$ cat src/hw/rtl/lralu_pkg.sv
// ----------------------------------------------------------------------------
// lralu_pkg: shared types for the 8-bit accumulator/flags ALU
// Command codes, flag word layout and the input and result word records.
// ----------------------------------------------------------------------------
package lralu_pkg;

  // Operation select, in command code order
  typedef enum logic [4:0] {
    CMD_ADD     = 5'd0,
    CMD_ADC     = 5'd1,
    CMD_SUB     = 5'd2,
    CMD_SBC     = 5'd3,
    CMD_AND     = 5'd4,
    CMD_OR      = 5'd5,
    CMD_XOR     = 5'd6,
    CMD_CP      = 5'd7,
    CMD_INC8    = 5'd8,
    CMD_DEC8    = 5'd9,
    CMD_INC16   = 5'd10,
    CMD_DEC16   = 5'd11,
    CMD_DAA     = 5'd12,
    CMD_RLC     = 5'd13,
    CMD_RLCA    = 5'd14,
    CMD_RL      = 5'd15,
    CMD_RLA     = 5'd16,
    CMD_RRC     = 5'd17,
    CMD_RRCA    = 5'd18,
    CMD_RR      = 5'd19,
    CMD_RRA     = 5'd20,
    CMD_SLA     = 5'd21,
    CMD_SRA     = 5'd22,
    CMD_SRL     = 5'd23,
    CMD_SWAP    = 5'd24,
    CMD_BIT     = 5'd25,
    CMD_RES     = 5'd26,
    CMD_SET     = 5'd27,
    CMD_ADD_HL  = 5'd28,
    CMD_ADD_SP  = 5'd29,
    CMD_LD_HLSP = 5'd30,
    CMD_LOAD_AF = 5'd31
  } cmd_t;

  // Flag word, Z in the top bit
  typedef struct packed {
    logic z;
    logic n;
    logic h;
    logic c;
  } flags_t;

  // One input word
  typedef struct packed {
    cmd_t              command;
    logic [7:0]        operand8;
    logic [15:0]       operand16;
    logic signed [7:0] offset;
    logic [2:0]        bit_index;
    logic [15:0]       hl_in;
    logic [15:0]       sp_in;
  } in_word_t;

  // One result word
  typedef struct packed {
    logic [7:0]  result8;
    logic [15:0] result16;
    logic [15:0] sp_out;
    logic [7:0]  acc;
    flags_t      flags;
  } out_word_t;

  localparam int unsigned IN_TDATA_W  = 72;
  localparam int unsigned IN_TUSER_W  = 5;
  localparam int unsigned OUT_TDATA_W = 56;

endpackage

$ cat src/hw/rtl/lralu_core.sv
// ----------------------------------------------------------------------------
// lralu_core: single-pass ALU datapath
// Executes one command against the current accumulator and flags and yields
// the result word together with the next accumulator and flags.
// ----------------------------------------------------------------------------
module lralu_core (
  input  lralu_pkg::in_word_t  item,
  input  logic [7:0]           acc_cur,
  input  lralu_pkg::flags_t    flags_cur,
  output lralu_pkg::out_word_t result,
  output logic [7:0]           acc_next,
  output lralu_pkg::flags_t    flags_next
);

  logic [7:0]        a;
  logic [7:0]        v;
  logic [15:0]       w;
  logic [7:0]        off;
  logic [15:0]       offx;
  logic              cin;
  logic [8:0]        sum9;
  logic [4:0]        nib5;
  logic [8:0]        dif9;
  logic [8:0]        vcin9;
  logic [8:0]        daa9;
  logic [7:0]        rot;
  logic [7:0]        bmask;
  logic [16:0]       hlsum;
  logic [12:0]       hl12;
  logic [8:0]        splo;
  logic [15:0]       spsum;
  logic [7:0]        r8;
  logic [15:0]       r16;
  logic [15:0]       spo;
  logic [7:0]        a_n;
  lralu_pkg::flags_t f;

  assign a     = acc_cur;
  assign v     = item.operand8;
  assign w     = item.operand16;
  assign off   = item.offset;
  assign offx  = {{8{off[7]}}, off};
  assign bmask = 8'd1 << item.bit_index;

  // Shared adders
  always_comb begin
    cin   = ((item.command == lralu_pkg::CMD_ADC) || (item.command == lralu_pkg::CMD_SBC))
            & flags_cur.c;
    sum9  = {1'b0, a} + {1'b0, v} + {8'd0, cin};
    nib5  = {1'b0, a[3:0]} + {1'b0, v[3:0]} + {4'd0, cin};
    dif9  = {1'b0, a} - {1'b0, v} - {8'd0, cin};
    vcin9 = {1'b0, v} + {8'd0, cin};
    hlsum = {1'b0, item.hl_in} + {1'b0, w};
    hl12  = {1'b0, item.hl_in[11:0]} + {1'b0, w[11:0]};
    splo  = {1'b0, item.sp_in[7:0]} + {1'b0, off};
    spsum = item.sp_in + offx;
  end

  // Decimal adjust of the accumulator
  always_comb begin
    daa9 = {1'b0, a};
    if (flags_cur.n) begin
      if (flags_cur.h) begin
        daa9 = {1'b0, daa9[7:0] - 8'h06};
      end
      if (flags_cur.c) begin
        daa9 = daa9 - 9'h060;
      end
    end else begin
      if (flags_cur.h || (a[3:0] > 4'd9)) begin
        daa9 = daa9 + 9'h006;
      end
      if (flags_cur.c || (daa9 > 9'h09F)) begin
        daa9 = daa9 + 9'h060;
      end
    end
  end

  // Command decode
  always_comb begin
    r8  = 8'd0;
    r16 = 16'd0;
    spo = item.sp_in;
    a_n = a;
    f   = flags_cur;
    rot = 8'd0;
    case (item.command)
      lralu_pkg::CMD_ADD, lralu_pkg::CMD_ADC: begin
        a_n = sum9[7:0];
        f.h = nib5[4];
        f.c = sum9[8];
        f.z = (sum9[7:0] == 8'd0);
        f.n = 1'b0;
      end
      lralu_pkg::CMD_SUB, lralu_pkg::CMD_SBC, lralu_pkg::CMD_CP: begin
        if (item.command != lralu_pkg::CMD_CP) begin
          a_n = dif9[7:0];
        end
        f.h = a[4] ^ v[4] ^ dif9[4];
        f.c = ({1'b0, a} < vcin9);
        f.n = 1'b1;
        f.z = (dif9[7:0] == 8'd0);
      end
      lralu_pkg::CMD_AND: begin
        a_n = a & v;
        f   = '{z: ((a & v) == 8'd0), n: 1'b0, h: 1'b1, c: 1'b0};
      end
      lralu_pkg::CMD_OR: begin
        a_n = a | v;
        f   = '{z: ((a | v) == 8'd0), n: 1'b0, h: 1'b0, c: 1'b0};
      end
      lralu_pkg::CMD_XOR: begin
        a_n = a ^ v;
        f   = '{z: ((a ^ v) == 8'd0), n: 1'b0, h: 1'b0, c: 1'b0};
      end
      lralu_pkg::CMD_INC8: begin
        r8  = v + 8'd1;
        f.h = (v[3:0] == 4'hF);
        f.z = (v == 8'hFF);
        f.n = 1'b0;
      end
      lralu_pkg::CMD_DEC8: begin
        r8  = v - 8'd1;
        f.h = (v[3:0] == 4'h0);
        f.z = (v == 8'h01);
        f.n = 1'b1;
      end
      lralu_pkg::CMD_INC16: begin
        r16 = w + 16'd1;
      end
      lralu_pkg::CMD_DEC16: begin
        r16 = w - 16'd1;
      end
      lralu_pkg::CMD_DAA: begin
        a_n = daa9[7:0];
        f.c = flags_cur.c | daa9[8];
        f.z = (daa9[7:0] == 8'd0);
        f.h = 1'b0;
      end
      lralu_pkg::CMD_RLC: begin
        rot = {v[6:0], v[7]};
        r8  = rot;
        f   = '{z: (rot == 8'd0), n: 1'b0, h: 1'b0, c: v[7]};
      end
      lralu_pkg::CMD_RLCA: begin
        a_n = {a[6:0], a[7]};
        f   = '{z: 1'b0, n: 1'b0, h: 1'b0, c: a[7]};
      end
      lralu_pkg::CMD_RL: begin
        rot = {v[6:0], flags_cur.c};
        r8  = rot;
        f   = '{z: (rot == 8'd0), n: 1'b0, h: 1'b0, c: v[7]};
      end
      lralu_pkg::CMD_RLA: begin
        a_n = {a[6:0], flags_cur.c};
        f   = '{z: 1'b0, n: 1'b0, h: 1'b0, c: a[7]};
      end
      lralu_pkg::CMD_RRC: begin
        rot = {v[0], v[7:1]};
        r8  = rot;
        f   = '{z: (rot == 8'd0), n: 1'b0, h: 1'b0, c: v[0]};
      end
      lralu_pkg::CMD_RRCA: begin
        a_n = {a[0], a[7:1]};
        f   = '{z: 1'b0, n: 1'b0, h: 1'b0, c: a[0]};
      end
      lralu_pkg::CMD_RR: begin
        rot = {flags_cur.c, v[7:1]};
        r8  = rot;
        f   = '{z: (rot == 8'd0), n: 1'b0, h: 1'b0, c: v[0]};
      end
      lralu_pkg::CMD_RRA: begin
        a_n = {flags_cur.c, a[7:1]};
        f   = '{z: 1'b0, n: 1'b0, h: 1'b0, c: a[0]};
      end
      lralu_pkg::CMD_SLA: begin
        rot = {v[6:0], 1'b0};
        r8  = rot;
        f   = '{z: (rot == 8'd0), n: 1'b0, h: 1'b0, c: v[7]};
      end
      lralu_pkg::CMD_SRA: begin
        rot = {v[7], v[7:1]};
        r8  = rot;
        f   = '{z: (rot == 8'd0), n: 1'b0, h: 1'b0, c: v[0]};
      end
      lralu_pkg::CMD_SRL: begin
        rot = {1'b0, v[7:1]};
        r8  = rot;
        f   = '{z: (rot == 8'd0), n: 1'b0, h: 1'b0, c: v[0]};
      end
      lralu_pkg::CMD_SWAP: begin
        rot = {v[3:0], v[7:4]};
        r8  = rot;
        f   = '{z: (rot == 8'd0), n: 1'b0, h: 1'b0, c: 1'b0};
      end
      lralu_pkg::CMD_BIT: begin
        f.z = ((v & bmask) == 8'd0);
        f.n = 1'b0;
        f.h = 1'b1;
      end
      lralu_pkg::CMD_RES: begin
        r8 = v & ~bmask;
      end
      lralu_pkg::CMD_SET: begin
        r8 = v | bmask;
      end
      lralu_pkg::CMD_ADD_HL: begin
        r16 = hlsum[15:0];
        f.h = hl12[12];
        f.c = hlsum[16];
        f.n = 1'b0;
      end
      lralu_pkg::CMD_ADD_SP, lralu_pkg::CMD_LD_HLSP: begin
        if (item.command == lralu_pkg::CMD_ADD_SP) begin
          spo = spsum;
        end else begin
          r16 = spsum;
        end
        f.c = splo[8];
        f.h = (({1'b0, item.sp_in[3:0]} + {1'b0, off[3:0]}) > 5'h0F);
        f.z = 1'b0;
        f.n = 1'b0;
      end
      lralu_pkg::CMD_LOAD_AF: begin
        a_n = w[15:8];
        f   = '{z: w[7], n: w[6], h: w[5], c: w[4]};
      end
      default: begin
        a_n = a;
      end
    endcase
  end

  assign acc_next        = a_n;
  assign flags_next      = f;
  assign result.result8  = r8;
  assign result.result16 = r16;
  assign result.sp_out   = spo;
  assign result.acc      = a_n;
  assign result.flags    = f;

endmodule

$ cat src/hw/rtl/lr35902_alu_flags.sv
// Each word goes through the input register and then the result register.
// Throughput: one word per cycle unless m_axis stalls; the input register,
//   accumulator/flags update and result register advance together in one pass.
// Stalls on m_axis hold the result register and backpressure the input.
// Reset (rst, synchronous) clears A, the flags and both pipeline valids.
// ----------------------------------------------------------------------------
// lr35902_alu_flags: 8-bit accumulator ALU with Z/N/H/C flags
// Input register, single-pass ALU datapath and result register with a
// registered accumulator and flag word updated as each command completes.
// ----------------------------------------------------------------------------
module lr35902_alu_flags (
  input  logic                                clk,
  input  logic                                rst,
  input  logic                                s_axis_tvalid,
  output logic                                s_axis_tready,
  // command[4:0]
  input  logic [lralu_pkg::IN_TUSER_W-1:0]    s_axis_tuser,
  // operand8[7:0], operand16[23:8], offset[31:24], bit_index[34:32],
  // hl_in[50:35], sp_in[66:51], zero[71:67]
  input  logic [lralu_pkg::IN_TDATA_W-1:0]    s_axis_tdata,
  output logic                                m_axis_tvalid,
  input  logic                                m_axis_tready,
  // result8[7:0], result16[23:8], sp_out[39:24], acc[47:40], flag_zero[48],
  // flag_subtract[49], flag_half[50], flag_carry[51], zero[55:52]
  output logic [lralu_pkg::OUT_TDATA_W-1:0]   m_axis_tdata
);

  logic                 in_valid;
  lralu_pkg::in_word_t  in_item;
  lralu_pkg::in_word_t  in_unpacked;
  logic                 out_valid;
  lralu_pkg::out_word_t out_item;
  lralu_pkg::out_word_t core_result;
  logic [7:0]           acc;
  logic [7:0]           acc_next;
  lralu_pkg::flags_t    flags;
  lralu_pkg::flags_t    flags_next;
  logic                 advance;
  logic                 take;

  // Unpack the incoming word
  always_comb begin
    in_unpacked.command   = lralu_pkg::cmd_t'(s_axis_tuser);
    in_unpacked.operand8  = s_axis_tdata[7:0];
    in_unpacked.operand16 = s_axis_tdata[23:8];
    in_unpacked.offset    = s_axis_tdata[31:24];
    in_unpacked.bit_index = s_axis_tdata[34:32];
    in_unpacked.hl_in     = s_axis_tdata[50:35];
    in_unpacked.sp_in     = s_axis_tdata[66:51];
  end

  // Pipeline handshake
  assign advance       = in_valid && (!out_valid || m_axis_tready);
  assign s_axis_tready = !in_valid || advance;
  assign take          = s_axis_tvalid && s_axis_tready;

  lralu_core u_core (
    .item       (in_item),
    .acc_cur    (acc),
    .flags_cur  (flags),
    .result     (core_result),
    .acc_next   (acc_next),
    .flags_next (flags_next)
  );

  // Hold the input word until the datapath takes it
  always_ff @(posedge clk) begin
    if (rst) begin
      in_valid <= 1'b0;
    end else if (take) begin
      in_valid <= 1'b1;
    end else if (advance) begin
      in_valid <= 1'b0;
    end
  end

  always_ff @(posedge clk) begin
    if (take) begin
      in_item <= in_unpacked;
    end
  end

  // Advance accumulator and flags as each command completes
  always_ff @(posedge clk) begin
    if (rst) begin
      acc   <= 8'd0;
      flags <= '0;
    end else if (advance) begin
      acc   <= acc_next;
      flags <= flags_next;
    end
  end

  // Result register; drop the valid once the word is taken
  always_ff @(posedge clk) begin
    if (rst) begin
      out_valid <= 1'b0;
    end else if (advance) begin
      out_valid <= 1'b1;
    end else if (m_axis_tready) begin
      out_valid <= 1'b0;
    end
  end

  always_ff @(posedge clk) begin
    if (advance) begin
      out_item <= core_result;
    end
  end

  // Pack the result word
  assign m_axis_tvalid = out_valid;
  assign m_axis_tdata  = {4'd0,
                          out_item.flags.c,
                          out_item.flags.h,
                          out_item.flags.n,
                          out_item.flags.z,
                          out_item.acc,
                          out_item.sp_out,
                          out_item.result16,
                          out_item.result8};

endmodule

$ cat config.mk
export PLATFORM = sky130hd
export DESIGN_NAME = lr35902_alu_flags
export DESIGN_NICKNAME = d
export VERILOG_FILES = /design/src/hw/rtl/lralu_pkg.sv /design/src/hw/rtl/lralu_core.sv /design/src/hw/rtl/lr35902_alu_flags.sv
export SDC_FILE = /design/constraint.sdc
export NUM_CORES = 1
export LEC_CHECK = 0
export BUFFER_PORTS_ARGS = -buffer_cell sky130_fd_sc_hd__buf_2
export CAP_MARGIN = 30
export CELL_PAD_IN_SITES_DETAIL_PLACEMENT = 1
export CELL_PAD_IN_SITES_GLOBAL_PLACEMENT = 1
export CORE_ASPECT_RATIO = 1.25
export CORE_UTILIZATION = 46
export CTS_CLUSTER_SIZE = 12
export DETAILED_ROUTE_END_ITERATION = 10
export GPL_ROUTABILITY_DRIVEN = 0
export PLACE_DENSITY_LB_ADDON = 0.12
export SLEW_MARGIN = 20
export SYNTH_ARGS = -nofsm -noshare
export SYNTH_HDL_FRONTEND = slang
export SYNTH_SLANG_ARGS = --single-unit
$ cat constraint.sdc
create_clock -name clk -period 4.3 [get_ports clk]
set_input_delay 0.215 -clock clk [delete_from_list [all_inputs] [get_ports clk]]
set_output_delay 0.215 -clock clk [all_outputs]
set_load 0.01 [all_outputs]
==> results of run 1 <==
==> power by group <==
group,internal [W],leakage (nW),total [W],switching (W)
Sequential,0.00156,1.30,0.00162,0.0000630
Combinational,0.000401,3.63,0.000993,0.000592
Clock,0.00108,0.319,0.00167,0.000591
Total,0.00304,5.25,0.00428,0.00125
==> path summary, 6_finish.rpt <==
kind | slack [ps] | to | depth (start not counted) | start
worst max-delay path | 500 | m_axis_tdata[48] | 13 | in_item[70]
worst min-delay path | 100 | m_axis_tvalid | 4 | m_axis_tready
worst max register to register | 500 | m_axis_tdata[48] | 13 | in_item[70]
worst min register to register | 530 | m_axis_tvalid | 2 | in_valid
==> routing by layer <==
| metal | track usage | vias to the layer above |
|---|---|---|
| met3 | 0.0454 | 121 |
| met5 | 0 | - |
| met2 | 0.602 | 380 |
| met4 | 0.171 | 0 |
| li1 | - | 4672 |
| met1 | 0.365 | 5064 |
==> kinds of logic after synthesis <==
logic type | count (synthesis) | share of synthesized area
AOI/OAI and AO/OA | 328 | 0.216
xor gates and xnor gates | 66 | 0.0538
adders and majority gates | 98 | 0.119
buffers and inverters | 103 | 0.0411
DFF | 138 | 0.372
muxes | 24 | 0.0227
other | 1 | 0.000349
and+or+nand+nor | 372 | 0.174
==> metrics by stage <==
stage               instance area [um2]  std cells
floorplan                         10800       1133
finish                            13100       1622
detailed placement                11700       1518
CTS                               13100       1622
global route                      13100       1622
global placement                  11700       1517
==> layout by cell type (no fill, tap or decap), drive strengths merged, types with 7 or more instances in the layout <==
cell / count
nor2b: 23
o22ai: 8
o21a: 17
dfxtp: 14
a221oi: 11
mux2i: 21
nand3: 31
nor2: 77
edfxtp: 124
a211oi: 17
xor2: 23
nand2b: 16
nand3b: 9
and3: 10
a21oi: 67
o21ai: 58
a31oi: 11
nand2: 104
ha: 91
a22oi: 26
xnor2: 43
inv: 40
or3: 7
dlygate4sd3: 73
a21o: 12
o211ai: 10
fa: 7
nor4: 13
o221ai: 8
clkbuf: 18
buf: 161
nand4: 15
nor3: 32
or4: 7
and2: 7
nor3b: 10
==> registers in the layout, indices dropped and copies added, names as in the netlist <==
register / count
in_item: 72
m_axis_tvalid: 1
flags: 4
in_valid: 1
acc: 8
m_axis_tdata: 52
==> cell type report <==
cell class / count / area [um2] / share of cell area
multi-input combinational: 892 / 6320 / 0.482
sequential: 138 / 4000 / 0.306
timing repair buffer: 234 / 1610 / 0.123
clock buffer: 18 / 429 / 0.0328
tap: 288 / 360 / 0.0275
clock inverter: 13 / 224 / 0.0171
inverter: 39 / 146 / 0.0112
==> worst reg2reg max path: stages (launching register included) <==
cell      delay [ps]
edfxtp_1         410
nor3_1           390
nand3_1          280
inv_1            180
fa_1             460
inv_1            110
ha_1             150
o21ai_0          120
a311oi_1         410
a31oi_1          190
xnor2_1          260
nor4_1           100
a211oi_1         360
a21oi_1          110
==> results, run 1 <==
- Entering global routing, the biggest net connects 41 pins.
- Ranked by total cell area, the synthesized netlist is headed by edfxtp_1 (35%), ha_1 (11%), nand2_1 (3.6%).
- In the final routing, the length of wire on met1 measures 14700 um.
- The utilization after layout is 0.570.
- After clock tree synthesis, the setup repair step added 0 buffers.
- The clock tree from TritonCTS is built.
- In the final layout, the share of cells above drive strength 1 is 0.161.
- The initial antenna violation count is 0.
- For this run, the leading register cell type out of synthesis is edfxtp_1.
- The detail route stage leaves a number of antenna-violating nets equal to 0.
- The largest single stage delay on the critical path is 460 ps.
- Counting the buffers created by CTS gives 17.
- The total grt overflow is 0.
- The initial utilization of the core area, before any placement, comes to 0.468.
- The detailed router finished its first iteration with 822 violations.
- The die covers 0.0240 mm2.
- Of all nets on the critical path, the largest fanout is 3.
- From synthesis to final layout, the design area changed by 21.8%.
- The area of the mapped netlist is 0.0108 mm2.
- The first-pass GRT wire length is 60100 um.
- After detailed routing, the total wire length is 38300 um.
- The post-detailed-route wirelength per cell is 23.6 um.
- Buffers placed on the I/O ports in this run total 129.
- The number of hold-slack violations in the final timing report came to 0.
- The total clock sinks is 138.
- The ratio of final minimum period to clock period is 0.883.
- The number of placement rows is 62.
- The fmax is 263 MHz.
- The floorplan step set the die height to 173 um.
- The number of pins exceeding their max-slew limit in the final report is 0.
- STA classifies the critical path endpoint as a flop.
- The final number of setup-violating endpoints is 0.
- The critical path contains buffers and inverters numbering 2 combined.
- Of all flip-flops after synthesis, the portion carrying an async set or reset was 0.
- During synthesis, Yosys emitted a total of 0 warnings.
- The transition time at the pin with the least slew margin is 965 ps.
- The master cell of the clock root buffer is clkbuf_16.
- VDD sags by at most 263 uV.
- Counting flops with a built-in enable in the synthesized netlist gives 124.
- The critical path in this run is classified as reg -> reg.
- Across the run, the number of max-cap violations was 0.
- The die span in x is 139 um.
- The sequential fraction of the synthesis area is 0.372.
- The average instance in the mapped netlist occupies 9.51 um2.
- For the worst setup path, the data required time is 4470 ps.
- Gates resized during post-CTS repair numbered 0.
- The final layout contains 1501 nets.
- The checks that failed: design-rule violations.
- The accumulated negative setup slack is 0 ps.
- In this run, post-CTS hold repair placed 73 buffers.
- Routed signal wires occupy layers up through met4.
- The fill cell instance count of the final layout is 2639.
- Counting stages on the worst path, the most repeated cell is inv_1.
- The fraction of synthesized cell area taken by the top area cell type is 0.346.
- Clock latency on the worst-skew pair, taken at its later pin, is 440 ps.
- Walking the worst path, the cells encountered are nor3_1 -> nand3_1 -> inv_1 -> fa_1 -> inv_1 -> ha_1 -> o21ai_0 -> a311oi_1 -> a31oi_1 -> xnor2_1 -> nor4_1 -> a211oi_1 -> a21oi_1.
- The total iterations of the first detailed-routing run is 8.
- In the synthesized netlist, the cells that appear most often are edfxtp_1 (124), nand2_1 (104), ha_1 (91), nor2_1 (77), a21oi_1 (67).
- The detailed-route DRC error count is 12.
- The number of vias after detailed routing is 10200.
- Summed over all cells, the static leakage comes to 5.25 nW.
- The power after layout is 0.00428 W.
- The kind of start point of the critical path is a flop.
- The count of pins on the block boundary is 139.
- For this design the ratio of total power to cell area is 327 mW/mm2.
- Setup repair after global routing left no endpoint under its margin.
- The worst-case setup margin in the final layout is 503 ps.
- The final setup skew is 9.52 ps.
- In the global route stage, overall resource usage came out at 0.327.
- The floorplan step defined a core boundary enclosing 0.0230 mm2.
- The worst pin sits at a relative slew slack of 0.355.
- The buffer levels on the longest clock path is 2.
- The slowest cell on the critical path is fa_1.
- The H-tree generated during clock tree synthesis spans 4 levels.
- The wire length on met3 is 1730 um.
- Synthesis produced 1130 cells.
- The routed via count divided by cell count is 6.31.
- The HPWL after detailed placement is 26700 um.
- In the post-synthesis netlist, the cell with the most instances is edfxtp_1.
- The worst path needs 3800 ps of the cycle, external delays included.
- The synthesized netlist contains 89 unique library cells.
- The cell family with the largest share of critical-path delay is compound AO/OA/AOI/OAI gates.
- The total length of routed met2 wires is 20000 um.
- The clock-pin transition on the worst setup and hold timing paths is 60 ps.
- The run finished, with violations left.
- The number of global-route vias before repair is 10700.
- The tightest hold margin is 98.5 ps.
- The worst setup slack after placement is 578 ps.
- After synthesis the netlist holds a flip-flop and latch count of 138.
- Summed over all instances, the cell type with the most area after synthesis is edfxtp_1.
- The arrival time of the worst setup path is 3960 ps.
- The classification of the worst-slack hold path is in -> reg.
- The repair_antennas step left the layout with diodes totalling 0.
No activity file was read; power rests on OpenSTA's default activity.
==> run 2: changes to the inputs <==
- SYNTH_HIERARCHICAL: unset -> 1
==> run 2 against run 1 <==
Combinational power shrank 8.8%; critical endpoint is now flags[3]; register-to-register slack got worse by 99 ps; the flow now finishes without violations; wire length down 3.0%; largest power group is now registers; clock-buffer cell count down 1; die area shrank 3.3%.
==> results, run 2 <==
- The arrival time of the worst setup path is 4260 ps (was 3960 ps).
- The most area-hungry cell type in the Yosys netlist is edfxtp_1 (unchanged).
- The destination of the worst hold path was in_valid (was m_axis_tvalid).
- The count of buffers from port buffering is 129 (unchanged).
- The largest net degree at the start of global routing is 36 (was 41).
- The placed instance area was 0.0114 mm2 (was 0.0117 mm2).
- The total iterations of the first detailed-routing run came to 8 (unchanged).
- The number of unique standard cell types used by synthesis is 81 (was 89).
- The setup slack of the most critical reg-to-reg path is 400 ps (was 500 ps).
- The classification of the worst-slack hold path is in -> reg (unchanged).
- The depth of the worst register-to-register path was 16 (was 13).
- The number of global-route vias before repair is 10300 (was 10700).
- The worst-case headroom to the max-slew limit is 0.405 (was 0.355).
- The number of pins exceeding their max-slew limit in the final report is 0 (unchanged).
- The critical path's largest stage delay is 430 ps (was 460 ps).
- The number of instances on the worst hold path was 3 (was 4).
- The source of the worst hold timing path is s_axis_tvalid (was m_axis_tready).
- The most common flop cell mapped by yosys is edfxtp_1 (unchanged).
- Outcome: finished, final reports clean (was complete, but fails checks).
- The proportion of power drawn by the clock network is 0.371 (was 0.390).
- The first-pass GRT wire length is 56800 um (was 60100 um).
- The cell family with the largest share of critical-path delay is simple AND/OR/NAND/NOR gates (was compound AO/OA/AOI/OAI gates).
- The internal portion of total power came to 0.00274 W (was 0.00304 W).
- The floorplan die area came to 0.0232 mm2 (was 0.0240 mm2).
- The routed via count divided by cell count is 6.13 (was 6.31).
- The multi-input combinational cell area is 0.00595 mm2 (was 0.00632 mm2).
- The number of antenna diodes is 0 (unchanged).
- Setup repair after global routing missed its margin: no (unchanged).
- The leakage power of the design was 5.20 nW (was 5.25 nW).
- The total grt overflow is 0 (unchanged).
- The share of flip-flops with an asynchronous set or reset came to 0 (unchanged).
- The vertical die dimension is 170 um (was 173 um).
- The most flop-heavy register is in_item (unchanged).
- The starting utilization of the core area is 0.468 (about the same).
- Top post-synthesis cells by count: edfxtp_1 (124), nand2_1 (101), ha_1 (92), a21oi_1 (71), nor2_1 (69) (was edfxtp_1 (124), nand2_1 (104), ha_1 (91), nor2_1 (77), a21oi_1 (67)).
- The class of the most critical setup path was reg -> reg (unchanged).
- The post-detailed-route wirelength per cell is 23.6 um (about the same).
- The combinational fraction of design power is 0.226 (was 0.232).
- The final setup skew is 14.4 ps (was 9.52 ps).
- The post-synthesis register bit count is 138 (unchanged).
- The post-route antenna net violation count is 0 (unchanged).
- Critical path, cell by cell: nor3_1 -> nand3_1 -> inv_1 -> fa_1 -> inv_1 -> fa_1 -> inv_2 -> a21oi_1 -> o21bai_1 -> xor2_1 -> or3_1 -> or3b_1 -> o21a_1 -> o2bb2ai_1 -> nand2b_1 -> mux2i_1 (was nor3_1 -> nand3_1 -> inv_1 -> fa_1 -> inv_1 -> ha_1 -> o21ai_0 -> a311oi_1 -> a31oi_1 -> xnor2_1 -> nor4_1 -> a211oi_1 -> a21oi_1).
- The violation count after the first detailed-routing iteration came to 886 (was 822).
- The die span in x is 136 um (was 139 um).
- The number of H-tree branching levels is 4 (unchanged).
- The total clock sinks is 138 (unchanged).
- The slowest cell on the critical path is edfxtp_1 (was fa_1).
- The capture point of the worst reg-to-reg path is flags[3] (was m_axis_tdata[48]).
- The mean cell area of the mapped netlist came to 9.67 um2 (was 9.51 um2).
- The master cell of the clock root buffer is clkbuf_16 (unchanged).
- The post-CTS repair timing setup buffer count is 0 (unchanged).
- The clock tree from TritonCTS is built (unchanged).
- The start of the worst register-to-register path was in_item[71] (was in_item[70]).
- The number of CTS-inserted buffers is 17 (unchanged).
- The required time of the critical path is 4660 ps (was 4470 ps).
- The sum of routed wire length over all layers is 37100 um (was 38300 um).
- The fill cell instance count of the final layout is 2496 (was 2639).
- The type of destination of the critical path was a flop (unchanged).
- The final number of setup-violating endpoints is 0 (unchanged).
- The register area is 0.00400 mm2 (unchanged).
- The area of the core is 0.0222 mm2 (was 0.0230 mm2).
- The number of vias after detailed routing came to 9629 (was 10200).
- The buffer levels on the longest clock path is 2 (unchanged).
- Ranking of synthesized cells by area: edfxtp_1 (36%), ha_1 (11%), xnor2_1 (4.5%) (was edfxtp_1 (35%), ha_1 (11%), nand2_1 (3.6%)).
- The initial antenna violation count is 0 (unchanged).
- The number of buffers and inverters on the critical path is 3 (was 2).
- The count of warnings emitted by yosys was 6 (was 0).
- The fraction of layout instances using a drive strength above 1 was 0.169 (was 0.161).
- The accumulated negative setup slack is 0 ps (unchanged).
- The total number of nets in the final design came to 1454 (was 1501).
- The area of the mapped netlist is 0.0104 mm2 (was 0.0108 mm2).
- The switching share of power came to 0.316 (was 0.291).
- The ratio of final minimum period to clock period came to 0.906 (was 0.883).
- The overall global routing resource usage was 0.326 (was 0.327).
- The number of flip-flops in the largest register is 72 (unchanged).
- The most common cell in the synthesized netlist is edfxtp_1 (unchanged).
- The fraction of synthesized cell area taken by the top area cell type came to 0.358 (was 0.346).
- The clock-pin transition on the worst setup and hold timing paths is 70 ps (was 60 ps).
- The synthesized instance count is 1074 (was 1130).
- Commonest non-fill, non-tap cells in the layout: buf_2 (129), edfxtp_1 (124), nand2_1 (101), ha_1 (92), dlygate4sd3_1 (72) (was buf_2 (130), edfxtp_1 (124), nand2_1 (104), ha_1 (91), nor2_1 (77)).
- The number of placement rows is 61 (was 62).
- The layout overhead on the synthesized area is 22.3% (was 21.8%).
- The transition time at the pin with the least slew margin is 870 ps (was 965 ps).
- The part of the total power dissipated in sequential elements came to 0.403 (was 0.378).
- The switching power summed over all nets is 0.00127 W (was 0.00125 W).
- The sequential fraction of the synthesis area is 0.385 (was 0.372).
- The kind of start point of the critical path is a flop (unchanged).
- The detailed-placement wirelength estimate is 26400 um (was 26700 um).
- The highest net fanout along the worst path is 4 (was 3).
- The number of max-capacitance violations reported is 0 (unchanged).
- The latest clock arrival within the worst-skew pair is 440 ps (about the same).
- The number of hold-slack violations in the final timing report is 0 (unchanged).
- The worst vdd rail ir drop is 265 uV (was 263 uV).
- The post-route cell area is 0.0127 mm2 (was 0.0131 mm2).
- The fmax was 257 MHz (was 263 MHz).
- The final critical delay including setup and external delays is 3900 ps (was 3800 ps).
- The most common cell after layout, fill and taps aside is buf_2 (unchanged).
- The detailed-route DRC error count is 0 (was 12).
- The count of pins on the block boundary is 139 (unchanged).
- The cell area power density is 316 mW/mm2 (was 327 mW/mm2).
- The number of synthesized flops with an enable pin is 124 (unchanged).
-- run 2: cell count changes after synthesis, moves of 11 or more --
cell and delta:
a211oi_1 -12, buf_2 -18, clkbuf_1 +11, nand2b_1 +21, nor2b_1 -12, o21a_1 -12
-- run 2: worst min-delay path, delay by kind of cell --
family / cells / cell delay, ps
compound gates: 1 / 130
buf+inv: 2 / 140
-- run 2: routing by layer --
| layer | vias up | track usage | share of wire |
|---|---|---|---|
| met5 | - | 0 | 0 |
| met3 | 131 | 0.0512 | 0.052 |
| li1 | 4403 | - | - |
| met1 | 4697 | 0.347 | 0.37 |
| met4 | 0 | 0.205 | 0.062 |
| met2 | 398 | 0.593 | 0.52 |
-- run 2: layout make-up --
type	instances	share of cell area
Clock buffer	17	0.0335
Clock inverter	15	0.0121
Inverter	36	0.0106
Multi-Input combinational cell	837	0.468
Sequential cell	138	0.315
Tap cell	283	0.0279
Timing Repair Buffer	244	0.133
-- run 2: timing repair --
item	4_1_cts	5_1_grt
hold buffers	71	1
resized for setup	0	0
endpoints found under the hold margin	71	1
-- run 2: cells by family after synthesis --
| kind of cell | Yosys count | share of synthesized area |
|---|---|---|
| other | 1 | 0.000361 |
| adders and majority gates | 99 | 0.124 |
| AOI/OAI and AO/OA | 291 | 0.191 |
| muxes | 31 | 0.0301 |
| xor gates and xnor gates | 78 | 0.0658 |
| DFF | 138 | 0.385 |
| buffers and inverters | 102 | 0.0449 |
| and+or+nand+nor | 334 | 0.158 |
-- run 2: how the worst max path moves through the flow --
stage,start,endpoint,slack [ps],cells after the start
floorplan,in_item[67],m_axis_tdata[23],-160,15
global placement,in_item[71],m_axis_tdata[23],520,13
detailed placement,in_item[71],m_axis_tdata[23],480,13
CTS,in_item[71],m_axis_tdata[23],450,13
global route,in_item[71],flags[3],130,16
finish,in_item[71],flags[3],400,16
-- run 2: per-stage QoR --
step           total power (W)  instances  hold slack [ps]   util  setup slack, ps
6_report               0.00401       1570             81.1  0.572              404
5_1_grt                0.00417       1570             96.3  0.572              126
4_1_cts                0.00401       1568             6.40  0.572              445
3_5_place_dp           0.00247       1465              393  0.514              482
3_3_place_gp           0.00245       1465              392  0.514              522
2_1_floorplan          0.00219       1077              314      -             -157
-- run 2: power groups by stage --
stage | sequential (W) | clock, W | combinational, W
after floorplan | 0.00163 | 0 | 0.000558
after global placement | 0.00164 | 0 | 0.000808
after detailed placement | 0.00164 | 0 | 0.000828
after CTS | 0.00162 | 0.00151 | 0.000888
after global routing | 0.00162 | 0.00157 | 0.000974
final | 0.00162 | 0.00149 | 0.000906
==> run 3: changes to the inputs <==
==> constraint.sdc (replaced) <==
create_clock -name clk -period 4.3 [get_ports clk]
set_input_delay 0.645 -clock clk [delete_from_list [all_inputs] [get_ports clk]]
set_output_delay 0.645 -clock clk [all_outputs]
set_load 0.01 [all_outputs]
==> run 3 against run 2 <==
Power is 0.57% lower; wire length decreased by 3.5%; via count down 2.6%; clock power hardly changed; critical path depth fell by 1; die area is the same; combinational power shrank 4.6%; worst setup slack better by 29 ps; final area shrank 5.3%; largest cell class unchanged.
==> results, run 3 (synthesis gave the netlist of run 2 again) <==
- The number of gates resized after CTS is 0 (unchanged).
- Setup repair after global routing missed its margin: no (unchanged).
- The number of flip-flops in the largest register is 72 (unchanged).
- The leakage power of the design is 4.90 nW (was 5.20 nW).
- The worst-case headroom to the max-slew limit is 0.380 (was 0.405).
- Outcome: finished, final reports clean (unchanged).
- The sum of routed wire length over all layers is 35800 um (was 37100 um).
- The kind of start point of the critical path is a flop (unchanged).
- The floorplan die area is 0.0232 mm2 (unchanged).
- The number of hold-slack violations in the final timing report is 0 (unchanged).
- The final number of setup-violating endpoints is 0 (unchanged).
- The number of pins exceeding their max-slew limit in the final report was 0 (unchanged).
- The master cell of the clock root buffer is clkbuf_16 (unchanged).
- The internal portion of total power is 0.00275 W (was 0.00274 W).
- The clock-pin transition on the worst setup and hold timing paths came to 70 ps (about the same).
- The number of H-tree branching levels is 4 (unchanged).
- The class of the most critical setup path is reg -> reg (unchanged).
- The detailed-placement wirelength estimate is 26400 um (about the same).
- The largest net degree at the start of global routing was 73 (was 36).
- The part of the total power dissipated in sequential elements is 0.405 (was 0.403).
- The type of destination of the critical path is a flop (unchanged).
- The transition time at the pin with the least slew margin came to 906 ps (was 870 ps).
- The total iterations of the first detailed-routing run came to 6 (was 8).
- The post-CTS repair timing setup buffer count is 0 (unchanged).
- The tightest hold margin is 384 ps (was 81.1 ps).
- The worst vdd rail ir drop came to 280 uV (was 265 uV).
- The hold buffer count at cts is 0 (was 71).
- The number of placement rows is 61 (unchanged).
- The initial antenna violation count came to 0 (unchanged).
- The overall global routing resource usage was 0.315 (was 0.326).
- The starting utilization of the core area is 0.468 (unchanged).
- The ratio of final minimum period to clock period is 0.899 (was 0.906).
- The latest clock arrival within the worst-skew pair is 430 ps (was 440 ps).
- The accumulated negative setup slack is 0 ps (unchanged).
- The number of global-route vias before repair is 9860 (was 10300).
- The highest net fanout along the worst path came to 4 (unchanged).
- The fmax is 259 MHz (was 257 MHz).
- The total clock sinks is 138 (unchanged).
- Commonest non-fill, non-tap cells in the layout: buf_2 (129), edfxtp_1 (124), nand2_1 (101), ha_1 (92), a21oi_1 (70) (was buf_2 (129), edfxtp_1 (124), nand2_1 (101), ha_1 (92), dlygate4sd3_1 (72)).
- The switching power summed over all nets is 0.00124 W (was 0.00127 W).
- The fill cell instance count of the final layout came to 2551 (was 2496).
- The arrival time of the worst setup path is 4230 ps (was 4260 ps).
- The switching share of power is 0.311 (was 0.316).
- The final critical delay including setup and external delays came to 3870 ps (was 3900 ps).
- The placed instance area came to 0.0114 mm2 (about the same).
- The routed via count divided by cell count is 6.26 (was 6.13).
- The clock tree from TritonCTS is built (unchanged).
- The buffer levels on the longest clock path came to 2 (unchanged).
- The combinational fraction of design power came to 0.217 (was 0.226).
- The total grt overflow was 0 (unchanged).
- The most flop-heavy register is in_item (unchanged).
- The post-route antenna net violation count came to 0 (unchanged).
- The number of vias after detailed routing is 9376 (was 9629).
- The count of buffers from port buffering came to 129 (unchanged).
- The most common cell after layout, fill and taps aside was buf_2 (unchanged).
- The proportion of power drawn by the clock network is 0.379 (was 0.371).
- The classification of the worst-slack hold path was in -> reg (unchanged).
- The worst setup slack after placement is 505 ps (was 482 ps).
- The area of the core was 0.0222 mm2 (unchanged).
- The layout overhead on the synthesized area was 15.8% (was 22.3%).
- The post-route cell area is 0.0120 mm2 (was 0.0127 mm2).
- The violation count after the first detailed-routing iteration is 799 (was 886).
- The vertical die dimension is 170 um (unchanged).
- The die span in x is 136 um (unchanged).
- The cell area power density was 331 mW/mm2 (was 316 mW/mm2).
- The number of CTS-inserted buffers is 17 (unchanged).
- The number of antenna diodes is 0 (unchanged).
- The required time of the critical path is 4660 ps (about the same).
- The first-pass GRT wire length is 54800 um (was 56800 um).
- The fraction of layout instances using a drive strength above 1 is 0.179 (was 0.169).
- The detailed-route DRC error count came to 0 (unchanged).
- The count of pins on the block boundary is 139 (unchanged).
- The total number of nets in the final design is 1382 (was 1454).
- The final setup skew is 10.4 ps (was 14.4 ps).
- The number of max-capacitance violations reported is 0 (unchanged).
- The worst-case setup margin in the final layout is 433 ps (was 404 ps).
- The post-detailed-route wirelength per cell came to 23.9 um (was 23.6 um).
-- run 3: cell count changes in the layout (fill, tap and decap cells not counted), sizes merged --
| cell | previous run | this run |
|---|---|---|
| dlygate4sd3 | 72 | 0 |
| clkinvlp | 1 | 2 |
| clkbuf | 18 | 19 |
| clkinv | 5 | 6 |
| inv | 44 | 40 |
| bufinv | 1 | 2 |
-- run 3: metal layers --
layer  global-route usage  vias up  share of wire
met5                    0        -              0
met4                0.190        0          0.054
li1                     -     4265              -
met2                0.574      377           0.52
met3               0.0477      105          0.053
met1                0.339     4629           0.37
-- run 3: critical path, stage by stage, from the launching register on --
cell       delay (ps)
edfxtp_1          430
nor3_1            310
nand3_1           200
inv_1             140
fa_1              460
ha_1              220
o21ai_0           230
nand2_1           140
a21o_1            190
a21oi_1           300
o21ai_0           180
xnor2_1           180
a211oi_1          280
a2bb2oi_1         310
nand2b_1           90
mux2i_1           130
-- run 3: cell type report --
type	instances	area (um2)	area share
multi-input combinational	837	5950	0.495
sequential	138	4000	0.333
timing repair buffer	172	998	0.0830
clock buffer	18	429	0.0357
tap	283	354	0.0294
clock inverter	14	159	0.0132
inverter	36	135	0.0112
-- run 3: worst paths after layout --
check          endpoint              from  cells past startpoint  slack (ps)
max              acc[7]       in_item[69]                     15         430
min          in_item[8]  s_axis_tdata[59]                      1         380
max reg2reg      acc[7]       in_item[69]                     15         430
min reg2reg    flags[3]          flags[3]                      2         500
-- run 3: power by group through the flow --
stage	Combinational, W	Sequential (W)	Clock [W]
after floorplan	0.000558	0.00163	0
after global placement	0.000810	0.00164	0
after detailed placement	0.000837	0.00164	0
after CTS	0.000851	0.00162	0.00154
after global routing	0.000928	0.00162	0.00158
final	0.000864	0.00161	0.00151
-- run 3: stage by stage --
step           total power (W)   util  cells
2_1_floorplan          0.00219      -   1077
3_3_place_gp           0.00245  0.514   1464
3_5_place_dp           0.00248  0.514   1464
4_1_cts                0.00401  0.540   1496
5_1_grt                0.00413  0.542   1498
6_report               0.00399  0.542   1498
